===== src/design/wsrc_pkg.sv =====
`default_nettype none
package wsrc_pkg;

  localparam int unsigned CoordW = 32;
  localparam int unsigned LenW   = 33;
  localparam int unsigned SliceW = 31;
  localparam int unsigned CoefW  = 32;
  localparam int unsigned ValW   = 64;
  localparam int unsigned CntW   = 7;
  localparam int unsigned CfgIdxW = 2;
  localparam int unsigned CfgDataW = 32;

  localparam logic [CfgIdxW-1:0] CfgSliceLength = 2'd0;
  localparam logic [CfgIdxW-1:0] CfgResPerUnit  = 2'd1;
  localparam logic [CfgIdxW-1:0] CfgCapPerUnit  = 2'd2;

  typedef struct packed {
    logic               net_start;
    logic signed [31:0] start_node;
    logic signed [31:0] end_node;
    logic signed [31:0] start_x;
    logic signed [31:0] start_y;
    logic signed [31:0] end_x;
    logic signed [31:0] end_y;
  } seg_t;

  typedef struct packed {
    logic signed [31:0] from_id;
    logic signed [31:0] to_id;
    logic signed [31:0] point_x;
    logic signed [31:0] point_y;
    logic [63:0]        resistance;
    logic [63:0]        half_cap;
    logic               last_piece;
    logic               overflow;
  } piece_t;

  // Classified segment passed from the front to the back.
  typedef struct packed {
    logic               net_start;
    logic               ovf;
    logic               x_major;
    logic               x_up;
    logic               y_up;
    logic [CntW-1:0]    n;
    logic [LenW-1:0]    maj;
    logic [LenW-1:0]    rest;
    logic signed [31:0] start_node;
    logic signed [31:0] end_node;
    logic signed [31:0] start_x;
    logic signed [31:0] start_y;
    logic signed [31:0] end_x;
    logic signed [31:0] end_y;
  } job_t;

  typedef enum logic [1:0] {
    FeIdle,
    FeDiv,
    FePush
  } fe_state_e;

  typedef enum logic [2:0] {
    BeIdle,
    BeMulA,
    BeMulB,
    BeEmit
  } be_state_e;

endpackage
`default_nettype wire


===== src/design/wsrc_queue.sv =====
`default_nettype none
module wsrc_queue (
  input  wire            clk_i,
  input  wire            rst_ni,
  input  wire            push_i,
  input  wsrc_pkg::job_t data_i,
  output logic           full_o,
  output logic           valid_o,
  output wsrc_pkg::job_t data_o,
  input  wire            pop_i
);
  import wsrc_pkg::*;

  job_t mem_q [2];
  logic [1:0] cnt_q;
  logic wp_q, rp_q;

  assign full_o  = (cnt_q == 2'd2);
  assign valid_o = (cnt_q != 2'd0);
  assign data_o  = mem_q[rp_q];

  always_ff @(posedge clk_i or negedge rst_ni) begin
    if (!rst_ni) begin
      cnt_q <= '0;
      wp_q  <= 1'b0;
      rp_q  <= 1'b0;
    end else begin
      if (push_i) wp_q <= ~wp_q;
      if (pop_i) rp_q <= ~rp_q;
      cnt_q <= cnt_q + {1'b0, push_i} - {1'b0, pop_i};
    end
  end

  always_ff @(posedge clk_i) begin
    if (push_i) mem_q[wp_q] <= data_i;
  end

endmodule
`default_nettype wire


===== config.mk =====
export PLATFORM = sky130hd
export DESIGN_NAME = wsrc_queue
export DESIGN_NICKNAME = d
export VERILOG_FILES = /design/src/design/wsrc_pkg.sv /design/src/design/wsrc_queue.sv
export SDC_FILE = /design/constraint.sdc
export NUM_CORES = 1
export LEC_CHECK = 0
export BUFFER_PORTS_ARGS = -buffer_cell sky130_fd_sc_hd__buf_2
export CORE_MARGIN = 3
export CORE_UTILIZATION = 45
export DETAILED_ROUTE_END_ITERATION = 6
export GPL_ROUTABILITY_DRIVEN = 0
export GPL_TIMING_DRIVEN = 0
export PLACE_DENSITY = 0.7
export SETUP_SLACK_MARGIN = 0.05
export SLEW_MARGIN = 0
export SYNTH_ARGS = -nofsm -noshare
export SYNTH_HDL_FRONTEND = slang
export SYNTH_SLANG_ARGS = --single-unit

===== constraint.sdc =====
create_clock -name clk_i -period 20.9 [get_ports clk_i]
set_input_delay 4.18 -clock clk_i [delete_from_list [all_inputs] [get_ports clk_i]]
set_output_delay 4.18 -clock clk_i [all_outputs]
set_load 0.03 [all_outputs]

# ---- Word level (Yosys, flattened, before mapping)
# Memory sizes are Yosys's and may differ from the RTL's.
# Index checks and enable logic that the tools add are counted.
dict set report word_totals {
  ram_bits 540
  in_bits 274
  output_inout_bits 272
  n_memories 1
  register_bits 4
  wordCells 12
}
dict set report classes {
  n_reduce_logical 1
  add_sub_neg 2
  n_eq_ne 1
  n_mux 2
  bitwise 2
}
# memory depth word_bits read_ports rd_clocked_by_memory_dff wr line
set memory_table {}
lappend memory_table {mem_q 2 270 1 0 1 wsrc_queue.sv:14} ;# job_t mem_q [2];
# op count
set ops {}
lappend ops {{2-bit by 1-bit adder with 2-bit output} 1}
lappend ops {{2-bit equality test, second input constant} 1}
lappend ops {{1-bit two-way mux} 2}
lappend ops {{1-bit NOT} 2}
lappend ops {{2-bit nonzero test} 1}
lappend ops {{2-bit by 1-bit subtractor with 2-bit output} 1}

# ---- Depth between registers and ports, before layout
dict set report logic_depth {
  depth_word 2
  depth_mapped 5
  mapped_depth_nobuf 5
}

# ---- Least setup slack after synthesis
# No wires, ideal clock.
dict set report synth_path {
  kind {in2reg}
  from {input push_i}
  to {memory mem_q[0][0] (netlist name), enable pin}
  setup_time_ps 938
  n_path_buf 0
  slack_ps 4168
  arrival_time_ps 15794
  required_time_ps 19962
  path_stages 1
  cell_sequence {nor2b_1}
}
dict set report synth_between {
  elab_chain_cells 2
}
# item line
set synth_lines {}
lappend synth_lines {{start, declared} wsrc_queue.sv:5} ;# input wire push_i,
lappend synth_lines {{1-bit two-way mux} wsrc_queue.sv:35} ;# if (push_i) mem_q[wp_q] <= data_i;
lappend synth_lines {{1-bit two-way mux (not written as such)} wsrc_queue.sv:35}
lappend synth_lines {{end, declared} wsrc_queue.sv:14}
# Every way passes these cells.

==> metrics.txt <==
# TYPE chip_impl_metric gauge
chip_impl_info{name="run_status",value="complete, no violations"} 1
chip_impl_metric{name="cp_data_required_time",unit="ns"} 16.72
chip_impl_metric{name="setup_total_negative_slack",unit="ns"} 0
chip_impl_metric{name="postCtsResizedCells",unit=""} 0
chip_impl_metric{name="synth_largest_type_area_fraction",unit=""} 0.7927
chip_impl_metric{name="first_iter_violations",unit=""} 640
chip_impl_metric{name="top_level_ports",unit=""} 546
chip_impl_metric{name="placeableCoreArea",unit="um^2"} 44610
chip_impl_metric{name="clk_pin_slew",unit="ns"} 0.06
chip_impl_metric{name="clock_skew",unit="ns"} 0.01183
chip_impl_info{name="cp-start-kind",value="flop"} 1
chip_impl_metric{name="finalSetupViolCount",unit=""} 0
chip_impl_metric{name="maxClockFrequency",unit="MHz"} 160.3
chip_impl_metric{name="postLayoutSetupSlackWorst",unit="ns"} 14.66
chip_impl_metric{name="worst_path_arrival",unit="ns"} 2.06
chip_impl_metric{name="ys_seq_elements",unit=""} 544
chip_impl_metric{name="antenna_violations_before_repair",unit=""} 18
chip_impl_metric{name="numCtsBuffers",unit=""} 54
chip_impl_metric{name="clkSinkCount",unit=""} 544
chip_impl_info{name="path_cells",value="buf_6 -> buf_6 -> buf_6 -> mux2_4 -> buf_2"} 1
chip_impl_metric{name="postRouteAntennaNets",unit=""} 0
chip_impl_metric{name="die_w",unit="um"} 219.2
chip_impl_metric{name="die_height",unit="um"} 219.2
chip_impl_info{name="crit_path_end_kind",value="output pin"} 1
chip_impl_metric{name="pins_over_slew_limit",unit=""} 0
chip_impl_metric{name="wl_per_cell",unit="um"} 21.29
chip_impl_metric{name="stdcell_area",unit="um^2"} 25900
chip_impl_metric{name="cellPowerDensity",unit="nW/um^2"} 150.7
chip_impl_metric{name="worst-path-stages",unit=""} 5
chip_impl_metric{name="grt_start_max_net_pins",unit=""} 64
chip_impl_metric{name="flow.area_growth_from_synthesis",unit="%"} 26.64
chip_impl_metric{name="syn-num-nets",unit=""} 1131
chip_impl_info{name="r2r_end",value="mem_q[0][250]$_DFFE_PP_"} 1
chip_impl_metric{name="finalWirelength",unit="mm"} 45.00
chip_impl_metric{name="num_vias",unit=""} 10230
chip_impl_metric{name="grt_pass1_vias",unit=""} 10860
chip_impl_metric{name="tightest_slew",unit="ns"} 0.9137
chip_impl_metric{name="synth_warnings",unit=""} 0
chip_impl_metric{name="grt_remaining_overflow",unit=""} 0
chip_impl_metric{name="placement_rows",unit=""} 77
chip_impl_metric{name="cts.hold.buffers_added",unit=""} 0
chip_impl_metric{name="slew_headroom",unit=""} 0.3909
chip_impl_metric{name="nNetsFinal",unit=""} 1745
chip_impl_metric{name="path_max_fanout",unit=""} 10
chip_impl_metric{name="hold_viol_final",unit=""} 0
chip_impl_metric{name="total_buffers_and_inverters_traversed_by_the_critical_path",unit=""} 4
chip_impl_metric{name="r2r.worst_path.cells",unit=""} 5
chip_impl_info{name="rsz0062_at_grt",value="no"} 1
chip_impl_info{name="startpoint",value="rp_q$_DFFE_PN0P_"} 1
chip_impl_metric{name="drcViolationCount",unit=""} 0
chip_impl_info{name="final_cell_mix",value="sky130_fd_sc_hd__buf_2, sky130_fd_sc_hd__edfxtp_1, sky130_fd_sc_hd__mux2_4"} 1
chip_impl_metric{name="clk_latency",unit="ns"} 0.59
chip_impl_info{name="timing.rr.start",value="wp_q$_DFFE_PN0P_"} 1
chip_impl_info{name="timing.critical_path.slowest_stage_cell",value="sky130_fd_sc_hd__dfrtp_1"} 1
chip_impl_metric{name="fin_crit_sh",unit=""} 0.2985
chip_impl_info{name="synthTopCellsByArea",value="sky130_fd_sc_hd__edfxtp_1, sky130_fd_sc_hd__mux2_4, sky130_fd_sc_hd__mux2_2"} 1
chip_impl_metric{name="power",unit="uW"} 3903
chip_impl_metric{name="drive_above_1_share",unit=""} 0.6174
chip_impl_metric{name="power_leakage",unit="uW"} 0.01030
chip_impl_metric{name="syn_inst",unit=""} 855
chip_impl_info{name="critical_path.endpoint",value="data_o[85]"} 1
chip_impl_info{name="post-synth-top-area-cell",value="sky130_fd_sc_hd__edfxtp_1"} 1
chip_impl_metric{name="htreeDepth",unit=""} 2
chip_impl_metric{name="post_synth.cell_area_avg",unit="um^2"} 23.92
chip_impl_metric{name="place.detailed.hpwl",unit="mm"} 32.37
chip_impl_info{name="worst_path_dominant_cell_family",value="buffers and inverters"} 1
chip_impl_metric{name="ff2ff_setup_slack",unit="ns"} 18.55
chip_impl_metric{name="cap_viol_max_count",unit=""} 0
chip_impl_metric{name="syn-cell-area",unit="um^2"} 20460
chip_impl_metric{name="detailedRoute.firstPassIterationCount",unit=""} 4
chip_impl_metric{name="critical-path-max-stage-delay",unit="ns"} 0.33
chip_impl_metric{name="final_period_minus_worst_setup_slack",unit="ns"} 6.238
chip_impl_metric{name="start_util",unit=""} 0.4586
chip_impl_metric{name="clock_tree.buffer_depth",unit=""} 3
chip_impl_info{name="timing_worst_setup_path_type",value="reg2out"} 1
chip_impl_metric{name="synth-seq-area-share",unit=""} 0.7976
chip_impl_metric{name="synth_cell_types",unit=""} 13
chip_impl_info{name="cell_with_the_most_instances_on_the_worst_path",value="sky130_fd_sc_hd__buf_6"} 1
chip_impl_metric{name="via_density",unit=""} 4.839
chip_impl_metric{name="post-cts-setup-buffer-count",unit=""} 0
chip_impl_metric{name="grt_pass1_wl",unit="mm"} 64.95
chip_impl_metric{name="vdd_drop_max",unit="mV"} 0.1072
chip_impl_info{name="cts.root.buffer_cell",value="sky130_fd_sc_hd__clkbuf_16"} 1
chip_impl_info{name="layout.cells.most_common",value="sky130_fd_sc_hd__buf_2"} 1
chip_impl_metric{name="die_footprint",unit="um^2"} 48050
chip_impl_metric{name="placement.cell_area",unit="um^2"} 24220
chip_impl_info{name="hp-class",value="reg2reg"} 1
chip_impl_metric{name="globalRouteTotalUtil",unit=""} 0.1806
chip_impl_metric{name="detailedPlace.worstSlack",unit="ns"} 14.59
chip_impl_info{name="tritoncts",value="yes"} 1
chip_impl_metric{name="placement.io_buffers",unit=""} 545
-- Yosys cell counts --
| master | count |
|---|---|
| sky130_fd_sc_hd__edfxtp_1 | 540 |
| sky130_fd_sc_hd__mux2_4 | 190 |
| sky130_fd_sc_hd__mux2_2 | 80 |
| sky130_fd_sc_hd__buf_6 | 22 |
| sky130_fd_sc_hd__buf_2 | 8 |
| sky130_fd_sc_hd__dfrtp_1 | 4 |
| sky130_fd_sc_hd__ha_1 | 2 |
| sky130_fd_sc_hd__inv_1 | 2 |
| sky130_fd_sc_hd__nor2b_1 | 2 |
| sky130_fd_sc_hd__xor2_1 | 2 |
| sky130_fd_sc_hd__and2_1 | 1 |
| sky130_fd_sc_hd__or2_2 | 1 |
| sky130_fd_sc_hd__xor3_1 | 1 |
-- registers in the layout, summed over array words and instances (netlist names) --
signal,cells
mem_q,540
rp_q,1
cnt_q,2
wp_q,1
-- cell type report --
cell class,instances,area (um^2)
fillers,3351,18700
flip-flops and latches,544,16320
multi-input cells,279,3855
repair buffers,558,3018
clock buffers,65,1456
well taps,592,740.7
plain buffers,30,287.8
clock inverters,30,188.9
diodes,14,35.03
inverters,2,7.507
-- per-stage QoR --
step / hold WS, ns / util / std cells
4_1_cts: 0.5621 / 0.5800 / 2100
3_3_place_gp: 0.4703 / 0.5363 / 1992
3_5_place_dp: 0.5403 / 0.5431 / 2005
5_1_grt: 0.5948 / 0.5803 / 2107
2_1_floorplan: 0.4555 / - / 855
6_report: 0.5568 / 0.5807 / 2114
-- where the power goes --
part | leakage (uW) | internal [uW] | switching, uW
clock | 0.000807 | 516 | 384
combinational | 0.00438 | 577 | 934
sequential | 0.00511 | 1440 | 46.7
total | 0.0103 | 2540 | 1360
-- kinds of logic after synthesis --
group | count (synthesis) | share of synthesized area
xor+xnor | 3 | 0.002018
mux | 270 | 0.1835
buf+inv | 32 | 0.01444
simple gates | 4 | 0.001224
fa+ha+maj | 2 | 0.001223
flops | 544 | 0.7976
-- layer usage --
| layer | wire, um | track usage | vias to the layer above | part of all wire |
|---|---|---|---|---|
| met4 | 1197 | 0.06114 | 10 | 0.027 |
| met5 | 70 | 0 | - | 0.0016 |
| li1 | - | - | 4679 | - |
| met3 | 4458 | 0.07837 | 87 | 0.099 |
| met2 | 23160 | 0.3152 | 385 | 0.51 |
| met1 | 16110 | 0.1971 | 5068 | 0.36 |
-- worst min-delay path by stage --
| stage | to | startpoint | cells after the start |
|---|---|---|---|
| after global routing | wp_q$_DFFE_PN0P_ | wp_q$_DFFE_PN0P_ | 1 |
| after floorplan | wp_q$_DFFE_PN0P_ | wp_q$_DFFE_PN0P_ | 1 |
| after global placement | wp_q$_DFFE_PN0P_ | wp_q$_DFFE_PN0P_ | 1 |
| final | wp_q$_DFFE_PN0P_ | wp_q$_DFFE_PN0P_ | 1 |
| after detailed placement | wp_q$_DFFE_PN0P_ | wp_q$_DFFE_PN0P_ | 1 |
| after CTS | wp_q$_DFFE_PN0P_ | wp_q$_DFFE_PN0P_ | 1 |
(Power assumes the default switching activity.)
