**config.mk**
```make
export PLATFORM = sky130hd
export DESIGN_NAME = wsrc_back_flat
export DESIGN_NICKNAME = d
export VERILOG_FILES = /design/src/design/wsrc_pkg.sv /design/src/design/wsrc_if.sv /design/src/design/wsrc_back.sv /design/src/flat_wrapper.sv
export SDC_FILE = /design/constraint.sdc
export NUM_CORES = 1
export LEC_CHECK = 0
export ABC_AREA = 0
export BUFFER_PORTS_ARGS = -buffer_cell sky130_fd_sc_hd__buf_2
export CORE_AREA = 2 2 145 147
export CTS_CLUSTER_DIAMETER = 80
export DETAILED_ROUTE_END_ITERATION = 10
export DIE_AREA = 0 0 147 149
export PLACE_DENSITY_LB_ADDON = 0.3
export RECOVER_POWER = 25
export SYNTH_ARGS = -nofsm -noshare
export SYNTH_HDL_FRONTEND = slang
export SYNTH_SLANG_ARGS = --single-unit
```
**constraint.sdc**
```tcl
create_clock -name clk_i -period 3.2 [get_ports clk_i]
set_input_delay 0.48 -clock clk_i [delete_from_list [all_inputs] [get_ports clk_i]]
set_output_delay 0.48 -clock clk_i [all_outputs]
set_load 0.005 [all_outputs]
```
**src/design/wsrc_pkg.sv**
```systemverilog
`default_nettype none
package wsrc_pkg;

  localparam int unsigned CoordW = 32;
  localparam int unsigned LenW   = 33;
  localparam int unsigned SliceW = 31;
  localparam int unsigned CoefW  = 32;
  localparam int unsigned ValW   = 64;
  localparam int unsigned CntW   = 7;
  localparam int unsigned CfgIdxW = 2;
  localparam int unsigned CfgDataW = 32;

  localparam logic [CfgIdxW-1:0] CfgSliceLength = 2'd0;
  localparam logic [CfgIdxW-1:0] CfgResPerUnit  = 2'd1;
  localparam logic [CfgIdxW-1:0] CfgCapPerUnit  = 2'd2;

  typedef struct packed {
    logic               net_start;
    logic signed [31:0] start_node;
    logic signed [31:0] end_node;
    logic signed [31:0] start_x;
    logic signed [31:0] start_y;
    logic signed [31:0] end_x;
    logic signed [31:0] end_y;
  } seg_t;

  typedef struct packed {
    logic signed [31:0] from_id;
    logic signed [31:0] to_id;
    logic signed [31:0] point_x;
    logic signed [31:0] point_y;
    logic [63:0]        resistance;
    logic [63:0]        half_cap;
    logic               last_piece;
    logic               overflow;
  } piece_t;

  // Classified segment passed from the front to the back.
  typedef struct packed {
    logic               net_start;
    logic               ovf;
    logic               x_major;
    logic               x_up;
    logic               y_up;
    logic [CntW-1:0]    n;
    logic [LenW-1:0]    maj;
    logic [LenW-1:0]    rest;
    logic signed [31:0] start_node;
    logic signed [31:0] end_node;
    logic signed [31:0] start_x;
    logic signed [31:0] start_y;
    logic signed [31:0] end_x;
    logic signed [31:0] end_y;
  } job_t;

  typedef enum logic [1:0] {
    FeIdle,
    FeDiv,
    FePush
  } fe_state_e;

  typedef enum logic [2:0] {
    BeIdle,
    BeMulA,
    BeMulB,
    BeEmit
  } be_state_e;

endpackage
`default_nettype wire

```
**src/design/wsrc_if.sv**
```systemverilog
`default_nettype none
interface wsrc_if #(
  parameter type T = logic
);
  logic valid;
  logic ready;
  T     data;
  modport source (output valid, output data, input ready);
  modport sink (input valid, input data, output ready);
endinterface
`default_nettype wire

```
**src/design/wsrc_back.sv**
```systemverilog
`default_nettype none
module wsrc_back (
  input  wire                        clk_i,
  input  wire                        rst_ni,
  input  wire [wsrc_pkg::SliceW-1:0] slice_len_i,
  input  wire [wsrc_pkg::CoefW-1:0]  res_i,
  input  wire [wsrc_pkg::CoefW-1:0]  cap_i,
  input  wire                        job_valid_i,
  input  wsrc_pkg::job_t             job_i,
  output logic                       job_pop_o,
  wsrc_if.source                     rec_out
);
  import wsrc_pkg::*;

  be_state_e state_q, state_d;
  job_t job_q;
  logic [31:0] ctr_q;
  logic [CntW-1:0] k_q;
  logic [LenW-1:0] d_q, s_q;
  logic signed [31:0] prev_q;
  logic [ValW-1:0] rf_q, hf_q, rr_q, hr_q;
  logic [LenW-1:0] ml_len;
  logic [ValW:0] mr_p, mc_p;
  logic [ValW-1:0] mr_v, mc_v;
  logic [ValW-1:0] hsum;
  logic sel_rest_q;
  piece_t rec_q;
  logic [LenW-1:0] mj, mn, ox, oy;
  logic last_c;
  logic [31:0] ctr_dec;

  // Two 32x33 multipliers serve the full and the last piece in turn; the
  // capacitance uses half the length and adds half a unit for an odd length.
  assign ml_len = sel_rest_q ? job_q.rest : s_q;
  assign mr_p   = (ValW+1)'(res_i) * (ValW+1)'(ml_len);
  assign mc_p   = (ValW+1)'(cap_i) * (ValW+1)'(ml_len >> 1);
  assign mr_v   = mr_p[ValW] ? '1 : mr_p[ValW-1:0];
  always_comb begin
    logic [ValW:0] t;
    t = {1'b0, (mc_p[ValW] ? {ValW{1'b1}} : mc_p[ValW-1:0])}
      + (ml_len[0] ? (ValW+1)'(cap_i >> 1) : '0);
    hsum = t[ValW] ? '1 : t[ValW-1:0];
  end
  assign mc_v = hsum;

  assign last_c  = (k_q == job_q.n);
  assign ctr_dec = ctr_q - 32'd1;

  always_comb begin
    if (d_q <= job_q.maj) begin
      mj = d_q;
      mn = '0;
    end else begin
      mj = job_q.maj;
      mn = d_q - job_q.maj;
    end
    ox = job_q.x_major ? mj : mn;
    oy = job_q.x_major ? mn : mj;
  end

  always_comb begin
    state_d = state_q;
    unique case (state_q)
      BeIdle: if (job_valid_i) state_d = BeMulA;
      BeMulA: state_d = BeMulB;
      BeMulB: state_d = BeEmit;
      BeEmit: if (!rec_out.valid || rec_out.ready) begin
        if (last_c || job_q.ovf) state_d = BeIdle;
      end
      default: state_d = BeIdle;
    endcase
  end

  always_comb begin
    job_pop_o = (state_q == BeIdle) && job_valid_i;
  end

  assign rec_out.data = rec_q;

  always_ff @(posedge clk_i or negedge rst_ni) begin
    if (!rst_ni) begin
      state_q       <= BeIdle;
      ctr_q         <= '0;
      rec_out.valid <= 1'b0;
    end else begin
      state_q <= state_d;
      if (state_q == BeIdle && job_valid_i && job_i.net_start) ctr_q <= '0;
      if (state_q == BeEmit && (!rec_out.valid || rec_out.ready)) begin
        rec_out.valid <= 1'b1;
        if (!job_q.ovf && !last_c) ctr_q <= ctr_dec;
      end else if (rec_out.valid && rec_out.ready) begin
        rec_out.valid <= 1'b0;
      end
    end
  end

  always_ff @(posedge clk_i) begin
    unique case (state_q)
      BeIdle: begin
        job_q      <= job_i;
        s_q        <= (slice_len_i == '0) ? LenW'(1) : LenW'(slice_len_i);
        sel_rest_q <= 1'b0;
        k_q        <= CntW'(1);
      end
      BeMulA: begin
        rf_q       <= mr_v;
        hf_q       <= mc_v;
        sel_rest_q <= 1'b1;
        d_q        <= s_q;
        prev_q     <= job_q.start_node;
      end
      BeMulB: begin
        rr_q <= mr_v;
        hr_q <= mc_v;
      end
      BeEmit: if (!rec_out.valid || rec_out.ready) begin
        if (job_q.ovf) begin
          rec_q <= '{from_id: job_q.start_node, to_id: job_q.end_node,
                     point_x: job_q.end_x, point_y: job_q.end_y,
                     resistance: '0, half_cap: '0,
                     last_piece: 1'b1, overflow: 1'b1};
        end else if (last_c) begin
          rec_q <= '{from_id: prev_q, to_id: job_q.end_node,
                     point_x: job_q.end_x, point_y: job_q.end_y,
                     resistance: rr_q, half_cap: hr_q,
                     last_piece: 1'b1, overflow: 1'b0};
        end else begin
          rec_q <= '{from_id: prev_q, to_id: ctr_dec,
                     point_x: job_q.x_up ? job_q.start_x + ox[31:0]
                                         : job_q.start_x - ox[31:0],
                     point_y: job_q.y_up ? job_q.start_y + oy[31:0]
                                         : job_q.start_y - oy[31:0],
                     resistance: rf_q, half_cap: hf_q,
                     last_piece: 1'b0, overflow: 1'b0};
          prev_q <= ctr_dec;
          k_q    <= k_q + CntW'(1);
          d_q    <= d_q + s_q;
        end
      end
      default: ;
    endcase
  end

endmodule
`default_nettype wire

```
**src/flat_wrapper.sv**
```systemverilog
// flat-port wrapper written by rule: the top's interface ports become plain ports
module wsrc_back_flat import wsrc_pkg::*;
  (clk_i, rst_ni, slice_len_i, res_i, cap_i, job_valid_i, job_i, job_pop_o, rec_out_valid, rec_out_data, rec_out_ready);
  wsrc_if rec_out_i ();
  input  wire clk_i;
  input  wire rst_ni;
  input  wire [wsrc_pkg::SliceW-1:0] slice_len_i;
  input  wire [wsrc_pkg::CoefW-1:0] res_i;
  input  wire [wsrc_pkg::CoefW-1:0] cap_i;
  input  wire job_valid_i;
  input  wsrc_pkg::job_t job_i;
  output logic job_pop_o;
  output wire logic [$bits(rec_out_i.valid)-1:0] rec_out_valid;
  output wire logic [$bits(rec_out_i.data)-1:0] rec_out_data;
  input wire logic [$bits(rec_out_i.ready)-1:0] rec_out_ready;
  assign rec_out_valid = rec_out_i.valid;
  assign rec_out_data = rec_out_i.data;
  assign rec_out_i.ready = rec_out_ready;
  wsrc_back u_core (.clk_i(clk_i), .rst_ni(rst_ni), .slice_len_i(slice_len_i), .res_i(res_i), .cap_i(cap_i), .job_valid_i(job_valid_i), .job_i(job_i), .job_pop_o(job_pop_o), .rec_out(rec_out_i));
endmodule
```
-- Yosys cells after proc, flatten, opt, wreduce, memory -nomap -nowiden
Index checks and enable logic that the tools add are counted.
Widths: inputs -> output; s select.
- flip-flop bits (word level): 20
- input port bits: 369
- output and inout port bits: 3
- logic and storage cells: 38
- $add $sub $neg: 1
- equal/unequal tests: 9
- mux-type cells: 10
- reduce and logical (&&, ||, !) cells: 12
- operators with widths (operator ; count):
    $mux 7 ; 3
    $pmux 7 s2 ; 1
    $pmux 3 s4 ; 1
    $mux 3 ; 3
    $add 7x1->7 const B ; 1
    $eq 7x7->1 ; 1
    $eq 3x2->1 const B ; 2
    $ne 2x2->1 const B ; 3
    $ne 2x1->1 const B ; 2
    $reduce_and 4->1 ; 1
    $reduce_bool 2->1 ; 2
    $eq 3x1->1 const B ; 1
    $logic_and 1x1->1 ; 3
    $logic_not 3->1 ; 1
    $reduce_and 3->1 ; 1
    $logic_or 1x1->1 ; 2
    $mux 1 ; 2
    $reduce_and 2->1 ; 1
    $logic_not 1->1 ; 1

-- Longest topological paths before layout
Gate-level depths: netlist of the first run.
- depth in word-level cells: 5
- depth in mapped cells: 5
- gate-level depth less buffers: 5

-- Worst setup path after synthesis of the first run
Ideal clock, no wire load.
- path type: reg-to-reg
- from: register u_core.k_q[2]
- to: register u_core.state_q[1]
- library setup time: 0.127 ns
- arrival: 1.708 ns
- required time: 3.073 ns
- slack: 1.364 ns
- stages on the path, launching flop included: 6
- buffers on the path: 0
- clock period less this slack: 1.836 ns
- cells stage by stage: edfxtp_1 > xor2_1 > nor4_1 > nand4_1 > a222oi_1 > mux2_1
- word-level cells in the longest chain between the ends: 4
- ends and longest elaborated chain (what ; line ; text):
    from (decl) ; wsrc_back.sv:18 ; logic [CntW-1:0] k_q;
    from (signal assigned) ; wsrc_back.sv:103 ; k_q <= CntW'(1);
    from (signal assigned) ; wsrc_back.sv:136 ; k_q <= k_q + CntW'(1);
    $eq 7x7->1 ; wsrc_back.sv:46 ; assign last_c = (k_q == job_q.n);
    $logic_or 1x1->1 ; wsrc_back.sv:68 ; if (last_c || job_q.ovf) state_d = BeIdle;
    $ne 2x1->1 (no source line) ; n/a ;
    $reduce_and 3->1 (no source line) ; n/a ;
    to (signal assigned) ; wsrc_back.sv:82 ; state_q <= BeIdle;
    to (signal assigned) ; wsrc_back.sv:86 ; state_q <= state_d;
    to (decl) ; wsrc_back.sv:15 ; be_state_e state_q, state_d;
No other way between the ends.
A chain may end at the register's enable or synchronous reset.

-- Worst setup path in the final report of the first run
Same ends and word-level chain as after synthesis.

==> reports/results.ini, run 1 <==
[status]
status = finished clean

[power_and_ir_drop]
combPwrFrac = 0.308
cellPowerDensity_nw_per_um2 = 796
leakagePower_nw = 0.420
p_int_uw = 735
peakVddDrop_mv = 0.325
seqPwrFrac = 0.457
clkPwrFrac = 0.236
power.switching_uw = 346
swShare = 0.320

[placed_design]
place_ws_ns = 1.01
port_buffers = 14
place_congestion = 0.664
dp.final_hpwl_mm = 1.46

[timing]
period_minus_slack_ns = 2.15
drv_slew = 0
rsz0062_at_grt = false
relSlewSlack = 0.651
post-route-period-util = 0.671
max_freq_mhz = 466
hold_violations = 0
skew_ns = 0.00625
worst_pin_slew_ns = 0.524
setup_ws_ns = 1.05
finalSetupViolCount = 0
setup_tns_ns = 0

[detailed_routing]
vias_per_cell = 1.45
vias = 515
drc = 0
firstDrtPassIters = 6
totalWireLength_mm = 1.83
ant_nets = 0
drt_iter0_drc = 32
post_drt_wl_per_cell_um = 5.15

[die]
initial_core_util = 0.0422
die_h_um = 149
rows = 53
dieWidth_um = 147
core_region_area_um2 = 20600
dieArea_um2 = 21900
ioPinCount = 372

[synthesis]
yosysTopAreaCellShare = 0.554
synth-async-reset-ratio = 0.158
yosysSeqAreaShare = 0.641
post-synth-top-area-cell = edfxtp_1
ys_ff_latch = 19
avgSynthCellArea_um2 = 13.8
syn_inst = 63
yosys_warnings = 0
synthMostInstantiatedCell = edfxtp_1
synthFlopType = edfxtp_1
syn_area_um2 = 867
syn_nets = 436
synthTopCellsByCount = edfxtp_1 (16), nor2_1 (8), xnor2_1 (6), xor2_1 (6), ha_1 (4)
synth.area.top_cells = edfxtp_1 (55%), dfrtp_1 (8.7%), xnor2_1 (6.1%)
synthDistinctLibCells = 20
synth_edf_count = 16

[worst_setup_path]
cp_top_family = simple AND/OR/NAND/NOR gates
crit_end = u_core.state_q[1]
rr_worst_depth = 5
rrSetupSlack_ns = 1.05
crit_buf_inv = 0
cp.depth = 5
crit_start = u_core.k_q[2]
cp-start-kind = flip-flop
r2r-end = u_core.state_q[1]
required_ns = 3.33
cp_max_fo = 4
arrival_ns = 2.28
path_cells = xor2_1 -> nor4_1 -> nand4_1 -> a222oi_1 -> mux2_1
worstSetupEndpointType = flip-flop
critPathKind = flip-flop to flip-flop
crit_path_max_incr_delay_ns = 0.49
slowest_stage = a222oi_1
r2r-start = u_core.k_q[2]

[global_routing]
overflow = 0
grt_pass1_wl_mm = 2.99
grt_antenna_before_repair = 0
grt_usage = 0.0174
grt_max_degree = 13
grt_pass1_vias = 546

[clock_network]
clockBufferDepth = 2
cts_resized = 0
cts_made_buffers = 3
cts_setup_buffers = 0
cts-hold-fix-buffers = 0
worstSkewPairLatency_ns = 0.25
numClockSinks = 19
root_buffer = clkbuf_16
cts_tree = yes
cts.reportedPaths.clkPinSlew_ns = 0.06
htreeDepth = 1

[layout]
diodes = 0
fin_nets = 455
area_delta_synth_final_pct = 56.7
fillers = 2433
drive_above_1_share = 0.222

[min_path]
min_path_type = input pin to asynchronous set/reset pin

[flow_run]
maxCapViolCount = 0

area by class of cell:
type | count | area, um2 | share of cell area
inverter | 4 | 15.0 | 0.0110
tap | 275 | 344 | 0.253
clock buffer | 4 | 78.8 | 0.0580
timing repair buffer | 14 | 68.8 | 0.0506
sequential | 19 | 556 | 0.409
multi-input combinational | 40 | 297 | 0.218
worst register-to-register path: stages (launching register included):
cell	delay, ns
edfxtp_1	0.45
xor2_1	0.19
nor4_1	0.35
nand4_1	0.19
a222oi_1	0.49
mux2_1	0.37
how the worst min path moves through the flow:
stage	endpoint	depth (start not counted)	slack (ns)	from
after floorplan	u_core.rec_out.valid	0	0.18	rst_ni
after global placement	u_core.rec_out.valid	1	0.28	rst_ni
after detailed placement	u_core.rec_out.valid	1	0.28	rst_ni
after CTS	u_core.rec_out.valid	1	0.02	rst_ni
after global routing	u_core.rec_out.valid	1	0.05	rst_ni
final	u_core.rec_out.valid	1	0.03	rst_ni
power groups by stage:
stage	combinational, mW	clock (mW)	sequential, mW
6_report	0.333	0.255	0.494
3_5_place_dp	0.341	0	0.503
4_1_cts	0.344	0.262	0.498
3_3_place_gp	0.339	0	0.502
2_1_floorplan	0.253	0	0.480
5_1_grt	0.390	0.272	0.511
layout by cell type, fill, tap and decap left out, types with 2 or more instances in the layout:
| cell | n |
|---|---|
| dfrtp_1 | 3 |
| buf_2 | 13 |
| xnor2_1 | 6 |
| ha_1 | 4 |
| nor2_1 | 8 |
| and2_1 | 2 |
| xor2_1 | 6 |
| and3_2 | 2 |
| nand3_1 | 2 |
| clkbuf_16 | 3 |
| clkbuf_1 | 2 |
| inv_1 | 3 |
| nand2_1 | 2 |
| edfxtp_1 | 16 |
logic make-up after synthesis:
| logic type | synth area share |
|---|---|
| buffers and inverters | 0.0173 |
| XOR/XNOR | 0.121 |
| AND/OR/NAND/NOR | 0.115 |
| multiplexers | 0.0245 |
| adder cells (fa/ha/maj) | 0.0577 |
| flip-flops | 0.641 |
| AO/OA/AOI/OAI | 0.0231 |
per-stage QoR:
stage,util,hold WS (ns),power [mW],cell area (um2),std cells
floorplan,-,0.184,0.733,867,63
global placement,0.0623,0.281,0.841,1280,352
detailed placement,0.0623,0.285,0.844,1280,352
CTS,0.0662,0.0200,1.10,1360,356
global route,0.0661,0.0513,1.17,1360,356
finish,0.0661,0.0331,1.08,1360,356
per-layer routing:
metal	wire length, um	part of all wire	vias up	track usage
met4	25	0.014	0	0.00721
met1	903	0.49	246	0.0238
met3	63	0.034	2	0.00398
li1	-	-	258	-
met2	841	0.46	9	0.0263
met5	0	0	-	0
flip-flops by register name (all words and copies together) (netlist names):
register              flops
u_core.rec_out.data       1
u_core.rec_out.valid      1
u_core.job_q              8
u_core.k_q                7
u_core.state_q            2
Power figures use the tool's default switching activity.
==> run 2, diff against run 1 <==
- clock period: 3.2 -> 2.1 ns (I/O delays scaled with it)
==> run 2 against run 1 <==
  * Clock power is 53% higher
  * Flip-flop and latch count stayed put
  * Sequential power is 50% higher
  * Clock-buffer cell count is 1 lower
  * Largest power group unchanged
  * Sequential share of layout area is 2.2 points lower
==> reports/results.ini, run 2 (synthesis results as in run 1) <==
[detailed_routing]
drc = 0  ; unchanged
ant_nets = 0  ; unchanged
firstDrtPassIters = 4  ; -2
post_drt_wl_per_cell_um = 5.36  ; +4.1%
vias_per_cell = 1.50  ; +3.6%
vias = 547  ; +6.2%
totalWireLength_mm = 1.96  ; +6.8%
drt_iter0_drc = 40  ; +25%

[timing]
finalSetupViolCount = 0  ; unchanged
relSlewSlack = 0.741  ; +0.0899
post-route-period-util = 0.959  ; +0.288
setup_tns_ns = 0  ; unchanged
skew_ns = 0.00327  ; -0.00298 ns
rsz0062_at_grt = false
drv_slew = 0  ; unchanged
worst_pin_slew_ns = 0.389  ; -0.135 ns
holdWs_ns = 0.240  ; +0.207 ns
hold_violations = 0  ; unchanged
period_minus_slack_ns = 2.01  ; -0.135 ns
max_freq_mhz = 497  ; +6.7%

[layout]
largest_reg_flops = 8  ; unchanged
seqCellArea_um2 = 556  ; unchanged
final_area_um2 = 1440  ; +5.7%
area_delta_synth_final_pct = 65.7
mostFrequentLayoutCells = edfxtp_1 (16), buf_2 (10), nor2_1 (8), buf_4 (8)
diodes = 0  ; unchanged
reg_top3 = u_core.job_q (8), u_core.k_q (7), u_core.state_q (2)
multiInputGateArea_um2 = 307  ; +3.4%
fin_nets = 464  ; +2.0%
fillers = 2444  ; +0.45%
final_common_cell = edfxtp_1
top_register = u_core.job_q
drive_above_1_share = 0.289  ; +0.0667

[power_and_ir_drop]
peakVddDrop_mv = 0.537  ; +65%
seqPwrFrac = 0.410  ; -0.047
p_int_mw = 1.23  ; +68%
p_total_mw = 1.81  ; +67%
combPwrFrac = 0.375  ; +0.067
leakagePower_nw = 0.462  ; +10%
clkPwrFrac = 0.215  ; -0.021
power.switching_uw = 576  ; +66%
cellPowerDensity_nw_per_um2 = 1260  ; +58%
swShare = 0.319  ; -0.00168

[clock_network]
root_buffer = clkbuf_16
htreeDepth = 1  ; unchanged
cts_made_buffers = 3  ; unchanged
clockBufferDepth = 2  ; unchanged
cts.reportedPaths.clkPinSlew_ns = 0.06  ; about the same
cts_tree = yes
worstSkewPairLatency_ns = 0.25  ; about the same
numClockSinks = 19  ; unchanged

[die]
initial_core_util = 0.0422  ; unchanged
dieArea_um2 = 21900  ; unchanged
ioPinCount = 372  ; unchanged
rows = 53  ; unchanged
die_h_um = 149  ; unchanged
core_region_area_um2 = 20600  ; unchanged
dieWidth_um = 147  ; unchanged

[worst_setup_path]
cp-start-kind = flip-flop
crit_path_max_incr_delay_ns = 0.41  ; -0.08 ns
slowest_stage = edfxtp_1
critPathKind = flip-flop to flip-flop
cp_top_family = simple AND/OR/NAND/NOR gates
required_ns = 2.23  ; -1.10 ns
crit_buf_inv = 1  ; +1
path_cells = xor2_1 -> nor4_2 -> nand4_1 -> a222oi_1 -> buf_4 -> mux2_4
crit_start = u_core.k_q[1]
r2r-start = u_core.k_q[1]
cp_max_fo = 2  ; -2
worstSetupEndpointType = flip-flop
arrival_ns = 2.15  ; -0.13 ns

[flow_run]
maxCapViolCount = 0  ; unchanged

[global_routing]
grt_antenna_before_repair = 0  ; unchanged
grt_max_degree = 12  ; -1
overflow = 0  ; unchanged
grt_pass1_vias = 579  ; +6.0%
grt_pass1_wl_mm = 3.02  ; +0.94%
grt_usage = 0.0182  ; +0.000844

[min_path]
min_path_type = input pin to flip-flop
hp-start = job_i[268]

[placed_design]
place_congestion = 0.680  ; +2.4%
port_buffers = 14  ; unchanged
dpl_cell_area_um2 = 1330  ; +3.5%
dp.final_hpwl_mm = 1.52  ; +3.5%

[status]
status = finished clean

run 2: metrics by stage:
step / setup WS [ns] / cells / utilization
after CTS: 0.0256 / 363 / 0.0692
after global placement: -0.0168 / 358 / 0.0645
after detailed placement: -0.0162 / 358 / 0.0645
final: 0.0865 / 365 / 0.0699
after floorplan: 0.264 / 63 / -
after global routing: 0.00770 / 365 / 0.0699
run 2: area by class of cell:
class / count / area share
Inverter: 4 / 0.0105
Timing Repair Buffer: 23 / 0.0941
Multi-Input combinational cell: 40 / 0.213
Clock inverter: 1 / 0.00348
Clock buffer: 3 / 0.0523
Sequential cell: 19 / 0.387
Tap cell: 275 / 0.240
run 2: routing by layer:
layer / part of all wire / vias up / track usage
met5: 0 / - / 0
met4: 0.026 / 0 / 0.0115
met3: 0.030 / 4 / 0.00459
met2: 0.45 / 11 / 0.0275
met1: 0.50 / 257 / 0.0233
li1: - / 275 / -
run 2: what timing repair did:
item                                    CTS  global route
pin swaps                                 0             4
hold buffers                              1             0
resized for setup                         1             1
setup buffers                             0             2
hold endpoints to repair                  3             0
endpoints found under the setup margin    1             1
run 2: final timing paths:
| path | slack, ns | depth (start not counted) | endpoint |
|---|---|---|---|
| max | 0.09 | 6 | u_core.state_q[1] |
| min | 0.24 | 1 | u_core.job_q[268] |
| max reg2reg | 0.09 | 6 | u_core.state_q[1] |
| min reg2reg | 0.46 | 0 | u_core.rec_out.data |
| max in group asynchronous | 1.53 | 2 | u_core.state_q[1] |
| min in group asynchronous | 0.41 | 2 | u_core.rec_out.valid |
run 2: power groups by stage:
stage / registers [mW] / clock network [mW] / logic [mW]
final: 0.741 / 0.389 / 0.678
after global routing: 0.764 / 0.426 / 0.758
after CTS: 0.749 / 0.405 / 0.642
after detailed placement: 0.757 / 0 / 0.618
after global placement: 0.750 / 0 / 0.614
after floorplan: 0.731 / 0 / 0.385
==> run 3, diff against run 2 <==
- PLACE_DENSITY: unset -> 0.3
- PLACE_DENSITY_LB_ADDON: 0.3 -> unset
==> run 3 against run 2 <==
  * Hold slack about the same
  * Global-route usage up 0.071 points
  * Sequential power about the same
  * Worst setup slack worse by 0.015 ns
  * Combinational power up 4.0%
  * First-iteration DRC count down 53%
  * Clock power about the same
  * Critical path depth unchanged
==> reports/results.ini, run 3 (synthesis results as in run 1) <==
[detailed_routing]
post_drt_wl_per_cell_um = 5.40  ; +0.67%
vias = 562  ; +2.7%
totalWireLength_mm = 1.98  ; +1.2%
drt_iter0_drc = 19  ; -53%
vias_per_cell = 1.53  ; +2.2%
drc = 0  ; unchanged
ant_nets = 0  ; unchanged
firstDrtPassIters = 4  ; unchanged

[clock_network]
cts.reportedPaths.clkPinSlew_ns = 0.06  ; about the same
htreeDepth = 1  ; unchanged
cts_tree = yes
clockBufferDepth = 2  ; unchanged
numClockSinks = 19  ; unchanged
cts_made_buffers = 3  ; unchanged
worstSkewPairLatency_ns = 0.25  ; about the same
root_buffer = clkbuf_16

[power_and_ir_drop]
peakVddDrop_mv = 0.511  ; -4.8%
swShare = 0.318  ; -0.00114
power.switching_uw = 584  ; +1.4%
combPwrFrac = 0.384  ; +0.009
leakagePower_nw = 0.466  ; +1.0%
p_total_mw = 1.84  ; +1.7%
cellPowerDensity_nw_per_um2 = 1260  ; +0.34%
seqPwrFrac = 0.403  ; -0.007
p_int_mw = 1.26  ; +1.9%
clkPwrFrac = 0.213  ; -0.002

[die]
core_region_area_um2 = 20600  ; unchanged
dieArea_um2 = 21900  ; unchanged
rows = 53  ; unchanged
initial_core_util = 0.0422  ; unchanged
ioPinCount = 372  ; unchanged
die_h_um = 149  ; unchanged
dieWidth_um = 147  ; unchanged

[timing]
finalSetupViolCount = 0  ; unchanged
holdWs_ns = 0.240  ; +0.000444 ns
skew_ns = 0.00202  ; -0.00125 ns
setup_tns_ns = 0  ; unchanged
hold_violations = 0  ; unchanged
post-route-period-util = 0.966  ; +0.00707
max_freq_mhz = 493  ; -0.73%
period_minus_slack_ns = 2.03  ; +0.0149 ns
relSlewSlack = 0.750  ; +0.00889
worst_pin_slew_ns = 0.376  ; -0.0133 ns
drv_slew = 0  ; unchanged
rsz0062_at_grt = true

[layout]
final_common_cell = edfxtp_1
top_register = u_core.job_q
fin_cells = 367  ; +0.55%
final_area_um2 = 1460  ; +1.4%
mostFrequentLayoutCells = edfxtp_1 (16), buf_4 (10), buf_2 (9)
area_delta_synth_final_pct = 68.0
fillers = 2461  ; +0.70%
reg_top3 = u_core.job_q (8), u_core.k_q (7), u_core.state_q (2)
fin_nets = 466  ; +0.43%
diodes = 0  ; unchanged
largest_reg_flops = 8  ; unchanged
drive_above_1_share = 0.293  ; +0.00459

[worst_setup_path]
arrival_ns = 2.16  ; about the same
required_ns = 2.23  ; about the same
cp-start-kind = flip-flop
critPathKind = flip-flop to flip-flop
rr_worst_depth = 6  ; unchanged
worstSetupEndpointType = flip-flop
cp_max_fo = 2  ; unchanged

[global_routing]
grt_antenna_before_repair = 0  ; unchanged
grt_pass1_vias = 581  ; +0.35%
grt_usage = 0.0189  ; +0.000712
grt_pass1_wl_mm = 3.09  ; +2.5%
overflow = 0  ; unchanged
grt_max_degree = 11  ; -1

[placed_design]
dp.final_hpwl_mm = 1.53  ; +0.65%
port_buffers = 14  ; unchanged
place_inst = 359  ; +0.28%
dpl_cell_area_um2 = 1330  ; +0.57%
place_congestion = 0.660  ; -3.0%

[flow_run]
maxCapViolCount = 0  ; unchanged

[min_path]
min_path_type = input pin to flip-flop
holdPathStages = 1  ; unchanged

[status]
status = finished clean

run 3: cell types whose count changed in the layout (fill, tap and decap cells not counted):
| cell | delta |
|---|---|
| buf_2 | -1 |
| clkinv_2 | -1 |
| xor2_2 | +1 |
| xor2_1 | -1 |
| buf_4 | +2 |
| clkbuf_1 | +2 |
run 3: power by group through the flow:
| stage | registers (mW) | logic [mW] | clock network [mW] |
|---|---|---|---|
| 2_1_floorplan | 0.731 | 0.385 | 0 |
| 3_5_place_dp | 0.749 | 0.628 | 0 |
| 6_report | 0.742 | 0.705 | 0.392 |
| 3_3_place_gp | 0.745 | 0.638 | 0 |
| 4_1_cts | 0.740 | 0.681 | 0.402 |
| 5_1_grt | 0.766 | 0.797 | 0.422 |
run 3: worst paths after layout:
kind                                   start              endpoint  slack (ns)
hold / removal                    job_i[268]     u_core.job_q[268]        0.24
min in group asynchronous             rst_ni  u_core.rec_out.valid        0.40
setup / recovery           u_core.job_q[264]     u_core.state_q[1]        0.07
max in group asynchronous             rst_ni     u_core.state_q[0]        1.55
setup reg to reg           u_core.job_q[264]     u_core.state_q[1]        0.07
hold reg to reg            u_core.job_q[268]   u_core.rec_out.data        0.47
run 3: final cells by class:
cell class | instances | area [um2] | area share
inverter | 4 | 15.0 | 0.0103
multi-input combinational | 40 | 314 | 0.216
clock buffer | 4 | 78.8 | 0.0541
tap | 275 | 344 | 0.236
timing repair buffer | 25 | 149 | 0.102
sequential | 19 | 556 | 0.381
run 3: through the flow:
stage,setup WS [ns],util
finish,0.0717,0.0708
global placement,-0.0638,0.0649
CTS,0.0200,0.0702
detailed placement,-0.0746,0.0649
floorplan,0.264,-
global route,-0.0430,0.0708
run 3: routing by layer:
layer  vias up  GRT usage  share of wire
met2        16     0.0275           0.43
li1        283          -              -
met1       261     0.0262           0.51
met4         0    0.00577         0.0086
met5         -          0              0
met3         2    0.00673          0.044
run 3: critical path, cell delays in order, from the launching register on:
cell and delay (ns):
edfxtp_1 0.41, xor2_2 0.19, nor4_2 0.34, nand4_1 0.19, a222oi_1 0.31, buf_4 0.18, mux2_4 0.29
run 3: what timing repair did:
item | in CTS | in global routing
cloned | 0 | 0
endpoints found under the hold margin | 3 | 0
gates resized for setup | 1 | 2
hold buffers | 1 | 0
setup endpoints to repair | 2 | 2
pin swaps | 3 | 4
buffers inserted | 2 | 1
